### src/caft_pkg.sv
package caft_pkg;

  localparam int unsigned SEGMENT_BOUNDARY = 65536;
  localparam int unsigned BLOCK_BYTES      = 256;
  localparam int unsigned BLOCK_BITS       = $clog2(BLOCK_BYTES);
  localparam int unsigned PAIR_BYTES       = 2 * BLOCK_BYTES;
  localparam int unsigned KEY_BYTES        = 32;
  localparam int unsigned KEY_SEL_BITS     = $clog2(KEY_BYTES);
  localparam int unsigned ROT_B            = 7;
  localparam int unsigned ROT_D            = 11;
  localparam int unsigned CFG_INDEX_BITS   = 3;

  typedef enum logic [CFG_INDEX_BITS-1:0] {
    REG_MODE      = 3'd0,
    REG_KEY0      = 3'd1,
    REG_KEY1      = 3'd2,
    REG_KEY2      = 3'd3,
    REG_KEY3      = 3'd4,
    REG_CHUNK_LEN = 3'd5
  } reg_index_t;

  typedef enum logic [1:0] {
    MODE_PASS  = 2'd0,
    MODE_ARX   = 2'd1,
    MODE_BLOCK = 2'd2
  } mode_t;

  function automatic logic [31:0] rotl(input logic [31:0] v, input int unsigned s);
    return (v << s) | (v >> (32 - s));
  endfunction

  // Key byte n sits at bits 8n+7..8n of the flattened key.
  function automatic logic [7:0] key_byte(input logic [8*KEY_BYTES-1:0] key,
                                          input logic [KEY_SEL_BITS-1:0] n);
    return key[{n, 3'b000} +: 8];
  endfunction

endpackage

### src/chunk_arx_feistel_transform_top.sv
// Chunk byte obfuscator.
// Channels: config writes (cfg_valid/cfg_ready, cfg_index, cfg_data) are taken
// every cycle and must come only while the block is idle. Chunk bytes enter on
// in_valid/in_ready with end_of_chunk on the final byte; results leave on
// out_valid/out_ready with their chunk offset and run_end on the last result
// of each input byte.
// An accepted byte is registered in the item stage, then in the output register.
// Throughput: one byte per cycle while the output does not stall and no pair
// is being sent. An odd block byte in paired block mode makes two results; the
// single output port sends them in turn. Even block bytes make no result and
// only write the block store. The ARX step has four 32-bit adds, three in series,
// and is combinational. The block store is a 256 x 8 RAM with a registered read,
// read only by odd block bytes and written only by even block bytes, so no entry
// is read and written in the same cycle.
// Reset: clears mode, key, length, byte offset and both pipeline stages. The
// store is not cleared.
// Stall: with out_ready low the output register holds, one more byte is taken
// into the item stage, then in_ready drops.
module chunk_arx_feistel_transform_top (
  input  logic        clk,
  input  logic        rst,
  input  logic        cfg_valid,
  output logic        cfg_ready,
  input  logic [2:0]  cfg_index,
  input  logic [63:0] cfg_data,
  input  logic        in_valid,
  output logic        in_ready,
  input  logic [7:0]  data_byte,
  input  logic        end_of_chunk,
  output logic        out_valid,
  input  logic        out_ready,
  output logic [7:0]  out_byte,
  output logic [31:0] out_position,
  output logic        run_end
);

  logic [1:0]   mode;
  logic [63:0]  key_word0, key_word1, key_word2, key_word3;
  logic [31:0]  chunk_length;
  logic [255:0] key_flat;

  logic [31:0] word_a, word_b, word_c, word_d;
  logic [31:0] byte_index;

  logic [7:0] store [caft_pkg::BLOCK_BYTES];
  logic [7:0] rd_data;

  // item stage
  logic        s1_valid;
  logic        s1_pair;
  logic        s1_sub;
  logic [7:0]  s1_byte;
  logic [31:0] s1_pos0;
  logic [31:0] s1_pos1;

  logic accept;
  logic out_load, s1_done;
  logic [7:0]  cur_byte;
  logic [31:0] cur_pos;
  logic        cur_last;

  logic [31:0] a_in, b_in, c_in, d_in;
  logic [31:0] a1, b_sum, b1, c1, d1;
  logic [7:0]  keystream;

  logic [31:0] limit, region;
  logic        in_region, odd_blk;
  logic [caft_pkg::BLOCK_BITS-1:0] j;
  logic [7:0]  r_byte, mask;
  logic        is_arx, is_block;
  logic        store_we, store_re, produce, produce_pair;
  logic [7:0]  res_byte;
  logic [31:0] res_pos0;

  assign key_flat  = {key_word3, key_word2, key_word1, key_word0};
  assign cfg_ready = 1'b1;

  always_ff @(posedge clk) begin
    if (rst) begin
      mode         <= caft_pkg::MODE_PASS;
      key_word0    <= '0;
      key_word1    <= '0;
      key_word2    <= '0;
      key_word3    <= '0;
      chunk_length <= '0;
    end else if (cfg_valid) begin
      case (cfg_index)
        caft_pkg::REG_MODE:      mode         <= cfg_data[1:0];
        caft_pkg::REG_KEY0:      key_word0    <= cfg_data;
        caft_pkg::REG_KEY1:      key_word1    <= cfg_data;
        caft_pkg::REG_KEY2:      key_word2    <= cfg_data;
        caft_pkg::REG_KEY3:      key_word3    <= cfg_data;
        caft_pkg::REG_CHUNK_LEN: chunk_length <= cfg_data[31:0];
        default: ;
      endcase
    end
  end

  assign is_arx   = (mode == caft_pkg::MODE_ARX);
  assign is_block = (mode == caft_pkg::MODE_BLOCK);

  // ARX words reload from the key at chunk offset 0
  always_comb begin
    if (byte_index == '0) begin
      a_in = key_flat[31:0];
      b_in = key_flat[63:32];
      c_in = key_flat[95:64];
      d_in = key_flat[127:96];
    end else begin
      a_in = word_a;
      b_in = word_b;
      c_in = word_c;
      d_in = word_d;
    end
    a1        = a_in + (b_in ^ byte_index);
    b_sum     = b_in + c_in + a1;
    b1        = caft_pkg::rotl(b_sum, caft_pkg::ROT_B);
    c1        = c_in ^ (d_in + b1);
    d1        = caft_pkg::rotl(d_in ^ a1 ^ c1, caft_pkg::ROT_D);
    keystream = a1[7:0] ^ b1[15:8] ^ c1[23:16] ^ d1[31:24];
  end

  // paired block region ends at the last whole pair below min(length, boundary)
  always_comb begin
    limit     = (chunk_length < 32'(caft_pkg::SEGMENT_BOUNDARY)) ?
                chunk_length : 32'(caft_pkg::SEGMENT_BOUNDARY);
    region    = limit & ~(32'(caft_pkg::PAIR_BYTES) - 32'd1);
    in_region = byte_index < region;
    odd_blk   = byte_index[caft_pkg::BLOCK_BITS];
    j         = byte_index[caft_pkg::BLOCK_BITS-1:0];
    r_byte    = caft_pkg::key_byte(key_flat,
                  {byte_index[caft_pkg::BLOCK_BITS+caft_pkg::KEY_SEL_BITS-1:
                              caft_pkg::BLOCK_BITS+1], 1'b0});
    mask      = caft_pkg::key_byte(key_flat,
                  caft_pkg::KEY_SEL_BITS'(8'(j) + r_byte)) + 8'(j);
  end

  assign accept       = in_valid && in_ready;
  assign store_we     = accept && is_block && in_region && !odd_blk;
  assign store_re     = accept && is_block && in_region && odd_blk;
  assign produce_pair = is_block && in_region && odd_blk;
  assign produce      = !(is_block && in_region && !odd_blk);

  always_comb begin
    res_pos0 = byte_index;
    if (is_arx) begin
      res_byte = data_byte ^ keystream;
    end else if (produce_pair) begin
      res_byte = data_byte ^ mask;
      res_pos0 = byte_index & ~32'(caft_pkg::BLOCK_BYTES);
    end else begin
      res_byte = data_byte;
    end
  end

  always_ff @(posedge clk) begin
    if (store_we) begin
      store[j] <= data_byte ^ mask;
    end
    if (store_re) begin
      rd_data <= store[j];
    end
  end

  always_ff @(posedge clk) begin
    if (accept) begin
      word_a <= is_arx ? a1 : a_in;
      word_b <= is_arx ? b1 : b_in;
      word_c <= is_arx ? c1 : c_in;
      word_d <= is_arx ? d1 : d_in;
    end
  end

  always_ff @(posedge clk) begin
    if (rst) begin
      byte_index <= '0;
    end else if (accept) begin
      byte_index <= end_of_chunk ? '0 : byte_index + 32'd1;
    end
  end

  // second result of a pair comes from the store read
  assign cur_byte = s1_sub ? rd_data : s1_byte;
  assign cur_pos  = s1_sub ? s1_pos1 : s1_pos0;
  assign cur_last = !s1_pair || s1_sub;
  assign out_load = s1_valid && (!out_valid || out_ready);
  assign s1_done  = out_load && cur_last;
  assign in_ready = !s1_valid || s1_done;

  always_ff @(posedge clk) begin
    if (rst) begin
      s1_valid <= 1'b0;
      s1_sub   <= 1'b0;
    end else if (accept && produce) begin
      s1_valid <= 1'b1;
      s1_sub   <= 1'b0;
    end else if (s1_done) begin
      s1_valid <= 1'b0;
    end else if (out_load) begin
      s1_sub   <= 1'b1;
    end
  end

  always_ff @(posedge clk) begin
    if (accept && produce) begin
      s1_pair <= produce_pair;
      s1_byte <= res_byte;
      s1_pos0 <= res_pos0;
      s1_pos1 <= byte_index;
    end
  end

  // output register: one result transaction per cycle while out_ready is high
  always_ff @(posedge clk) begin
    if (rst) begin
      out_valid <= 1'b0;
    end else if (out_load) begin
      out_valid <= 1'b1;
    end else if (out_ready) begin
      out_valid <= 1'b0;
    end
  end

  always_ff @(posedge clk) begin
    if (out_load) begin
      out_byte     <= cur_byte;
      out_position <= cur_pos;
      run_end      <= cur_last;
    end
  end

endmodule

### config.mk
export PLATFORM = sky130hd
export DESIGN_NAME = chunk_arx_feistel_transform_top
export DESIGN_NICKNAME = d
export VERILOG_FILES = /design/src/caft_pkg.sv /design/src/chunk_arx_feistel_transform_top.sv
export SDC_FILE = /design/constraint.sdc
export NUM_CORES = 2
export LEC_CHECK = 0
export BUFFER_PORTS_ARGS = -buffer_cell sky130_fd_sc_hd__buf_2
export CAP_MARGIN = 20
export CORE_MARGIN = 2
export CORE_UTILIZATION = 42
export DETAILED_ROUTE_END_ITERATION = 16
export PLACE_DENSITY = 0.56
export RECOVER_POWER = 25
export SYNTH_ARGS = -nofsm -noshare
export SYNTH_HDL_FRONTEND = slang
export SYNTH_SLANG_ARGS = --single-unit
### constraint.sdc
create_clock -name clk -period 17 [get_ports clk]
set_input_delay 0.85 -clock clk [delete_from_list [all_inputs] [get_ports clk]]
set_output_delay 0.85 -clock clk [all_outputs]
set_load 0.1 [all_outputs]
==> flow_results.xml <==
<?xml version="1.0" encoding="UTF-8"?>
<metrics>
  <group name="power_and_ir_drop">
    <metric name="power_density" unit="mW/mm2">121</metric>
    <metric name="ir_drop" unit="uV">86.4</metric>
    <metric name="power.leakage" unit="uW">0.0402</metric>
  </group>
  <group name="setup_path">
    <metric name="timing.critical_path.required" unit="ps">17520</metric>
    <metric name="worst_path_max_delay_cell" unit="">sky130_fd_sc_hd__dfxtp_1</metric>
    <metric name="cp_data_arrival_time" unit="ps">14220</metric>
    <metric name="critical-path-max-stage-delay" unit="ps">1680</metric>
    <metric name="path_max_fanout" unit="">103</metric>
    <metric name="worst-setup-path-type" unit="">reg2reg</metric>
    <metric name="critPathMostFrequentCell" unit="">sky130_fd_sc_hd__xnor2_1</metric>
    <metric name="start_kind" unit="">register</metric>
    <metric name="timing.critical_path.to_type" unit="">register</metric>
  </group>
  <group name="synthesis">
    <metric name="yosys_most_used_dff" unit="">sky130_fd_sc_hd__edfxtp_1</metric>
    <metric name="synth.most_common_cell" unit="">sky130_fd_sc_hd__edfxtp_1</metric>
    <metric name="synth-edff-count" unit="">2267</metric>
    <metric name="synthesis.yosys.warnings" unit="">0</metric>
    <metric name="ys_ff_latch" unit="">2583</metric>
    <metric name="asyncSetResetFlopFracSynth" unit="%">0</metric>
    <metric name="synth.cell_area" unit="mm2">0.111</metric>
    <metric name="synth.lib_cells_used.distinct" unit="">92</metric>
    <metric name="synth_largest_type_area_fraction" unit="%">61.4</metric>
    <metric name="post_synth_inst_count" unit="">6678</metric>
    <metric name="syn_avg_cell_area" unit="um2">16.6</metric>
    <metric name="register_area_share_after_synthesis" unit="%">67.1</metric>
    <metric name="netlist_top_cells_count" unit="">sky130_fd_sc_hd__edfxtp_1, sky130_fd_sc_hd__mux4_2, sky130_fd_sc_hd__nand2_1, sky130_fd_sc_hd__nor2_1, sky130_fd_sc_hd__a21oi_1</metric>
    <metric name="synth_largest_area_cell" unit="">sky130_fd_sc_hd__edfxtp_1</metric>
    <metric name="cells_taking_the_most_area_after_synthesis" unit="">sky130_fd_sc_hd__edfxtp_1, sky130_fd_sc_hd__mux4_2, sky130_fd_sc_hd__dfxtp_1</metric>
  </group>
  <group name="floorplanning">
    <metric name="design.die.area" unit="mm2">0.268</metric>
    <metric name="core_footprint" unit="mm2">0.263</metric>
    <metric name="boundaryPins" unit="">125</metric>
    <metric name="floorplan.initialDensity" unit="%">42.2</metric>
    <metric name="placementRows" unit="">188</metric>
    <metric name="die_y" unit="um">518</metric>
    <metric name="die_width" unit="um">518</metric>
  </group>
  <group name="clock_network">
    <metric name="post-cts-setup-buffers" unit="">0</metric>
    <metric name="number_of_buffers_inserted_for_hold_repair_after_clock_tree_synthesis" unit="">0</metric>
    <metric name="clk_root_buffer_cell" unit="">sky130_fd_sc_hd__clkbuf_16</metric>
    <metric name="htreeDepth" unit="">5</metric>
    <metric name="cts_max_path_buffers" unit="">4</metric>
    <metric name="cts.reportedPaths.clkPinSlew" unit="ps">60</metric>
    <metric name="cts_resized" unit="">0</metric>
    <metric name="tritoncts.num_buffers" unit="">288</metric>
    <metric name="clock_insertion_delay_worst_skew" unit="ps">860</metric>
    <metric name="clock_sinks" unit="">2583</metric>
    <metric name="cts_tree" unit="">done</metric>
  </group>
  <group name="timing">
    <metric name="timing.slew.headroom" unit="%">-235</metric>
    <metric name="min_period_over_period" unit="%">80.6</metric>
    <metric name="hold_slack" unit="ps">271</metric>
    <metric name="final_critical_path_setup_slack" unit="ps">3300</metric>
    <metric name="slew_viol_final" unit="">767</metric>
    <metric name="clk_skew" unit="ps">51.0</metric>
    <metric name="final_hold_viol_count" unit="">0</metric>
    <metric name="rsz0062_at_grt" unit="">no</metric>
    <metric name="setup_viol" unit="">0</metric>
    <metric name="max_clock_freq" unit="MHz">73.0</metric>
    <metric name="final.min_clock_period" unit="ps">13700</metric>
    <metric name="tightestPinTransition" unit="ps">5020</metric>
    <metric name="setup_total_negative_slack" unit="ps">0</metric>
  </group>
  <group name="place">
    <metric name="place_area" unit="mm2">0.116</metric>
    <metric name="dp.final_hpwl" unit="um">219000</metric>
    <metric name="pre_cts_ws" unit="ps">4720</metric>
    <metric name="finalWeightedCongestion" unit="">0.955</metric>
    <metric name="io_buffers" unit="">123</metric>
  </group>
  <group name="run_status">
    <metric name="violations" unit="">capacitance limit, slew limit</metric>
    <metric name="status" unit="">complete, but fails checks</metric>
  </group>
  <group name="route">
    <metric name="antenna_violating_nets_post_route" unit="">0</metric>
    <metric name="dr.first_iter.drc_count" unit="">7307</metric>
    <metric name="postRouteWirelength" unit="um">334000</metric>
    <metric name="drt_pass1_iterations" unit="">5</metric>
    <metric name="route.detailed.wl_per_inst" unit="um">31.6</metric>
    <metric name="viasPerCell" unit="">5.87</metric>
    <metric name="vias" unit="">62100</metric>
    <metric name="drc_errors" unit="">0</metric>
  </group>
  <group name="layout">
    <metric name="layout-area-overhead-vs-synth" unit="%">12.1</metric>
    <metric name="final_net_count" unit="">7088</metric>
    <metric name="final_area" unit="mm2">0.124</metric>
    <metric name="drive_gt1_share" unit="%">20.6</metric>
  </group>
  <group name="flow_run">
    <metric name="cap_viol_max_count" unit="">18</metric>
  </group>
  <group name="global_route">
    <metric name="antenna_found_initial" unit="">36</metric>
    <metric name="global_route.usage.total" unit="%">24.5</metric>
    <metric name="grt_first_pass_wirelength" unit="um">470000</metric>
    <metric name="largest_net_degree_at_the_start_of_global_routing" unit="">177</metric>
    <metric name="first_global_vias" unit="">60900</metric>
    <metric name="global_route.overflow_total" unit="">0</metric>
  </group>
  <group name="worst_hold_path">
    <metric name="hold_path.class" unit="">in2reg</metric>
  </group>
</metrics>
==> power breakdown <==
| group | switching [uW] | internal (uW) | total [uW] |
|---|---|---|---|
| Sequential | 42.1 | 7070 | 7110 |
| Combinational | 1320 | 737 | 2060 |
| Clock | 2520 | 3400 | 5920 |
==> layout by cell type, fill, tap and decap left out, drive strengths merged, types with 14 or more instances in the layout <==
cell,count
a211oi,18
a21o,56
a21oi,461
and2,15
and3,20
buf,202
clkbuf,438
clkinv,102
conb,16
dfxtp,316
diode,14
edfxtp,2267
fa,36
ha,130
inv,130
mux2,70
mux2i,145
mux4,736
nand2,701
nand2b,15
nand3,57
nand4,16
nor2,473
nor2b,25
nor3,31
o211ai,18
o21a,17
o21ai,75
xnor2,203
xor2,98
==> state kept, by name, summed over array words and instances, names as in the netlist <==
signal and flops:
key_word3 64, word_a 32, out_position 32, rd_data 8
s1_pos1 1, out_valid 1, key_word1 64, s1_valid 1
out_byte 8, s1_pair 1, word_d 32, store 2048
s1_sub 1, run_end 1, mode 2, s1_pos0 32
s1_byte 8, key_word0 64, byte_index 32, word_b 32
chunk_length 23, word_c 32, key_word2 64
==> path summary, 6_finish.rpt <==
path	slack [ps]	start	endpoint	depth (start not counted)
max	3300	byte_index[0]	s1_byte[7]	36
min	270	cfg_data[2]	key_word1[2]	3
max reg2reg	3300	byte_index[0]	s1_byte[7]	36
min reg2reg	420	s1_pos0[4]	out_position[4]	0
==> layout make-up <==
type | count | area, um2
inverters | 121 | 455
repair buffers | 268 | 1760
fillers | 22400 | 138000
clock inverters | 132 | 1040
clock buffers | 372 | 7740
diodes | 14 | 35.0
well taps | 3515 | 4400
flip-flops and latches | 2583 | 74400
multi-input cells | 3579 | 34400
==> critical path: cells and delay by family, from the launching register on <==
kind / cells / cell delay, ps
XOR/XNOR: 6 / 2390
multiplexers: 2 / 560
AO/OA/AOI/OAI: 11 / 3320
flip-flops: 1 / 1680
AND/OR/NAND/NOR: 8 / 2490
buffers and inverters: 4 / 820
adder cells (fa/ha/maj): 5 / 1950
==> routing by layer <==
layer	global-route usage, %	share of wire, %	vias up
li1	-	-	26200
met3	4.03	7.6	535
met4	8.20	3.9	8
met5	0	0.013	-
met2	38.3	47	2651
met1	35.0	42	32700
==> per-stage QoR <==
stage	instances	power, uW	util (%)
3_5_place_dp	10100	9290	44.0
6_report	10600	15100	47.3
2_1_floorplan	6693	8650	-
4_1_cts	10600	15200	47.4
3_3_place_gp	10100	9280	44.0
5_1_grt	10600	15600	47.3
==> logic make-up (layout without fill, tap and decap cells) <==
family / after synthesis / count (layout) / share of synthesized area [%]
other cells: 1 / 30 / 0.00338
mux: 951 / 951 / 17.0
buf+inv: 531 / 893 / 2.04
xor+xnor: 312 / 312 / 2.63
fa+ha+maj: 166 / 166 / 2.12
simple gates: 1392 / 1392 / 5.21
flops: 2583 / 2583 / 67.1
compound gates: 742 / 742 / 3.89
Note: power is estimated with default switching activity, not from simulation.
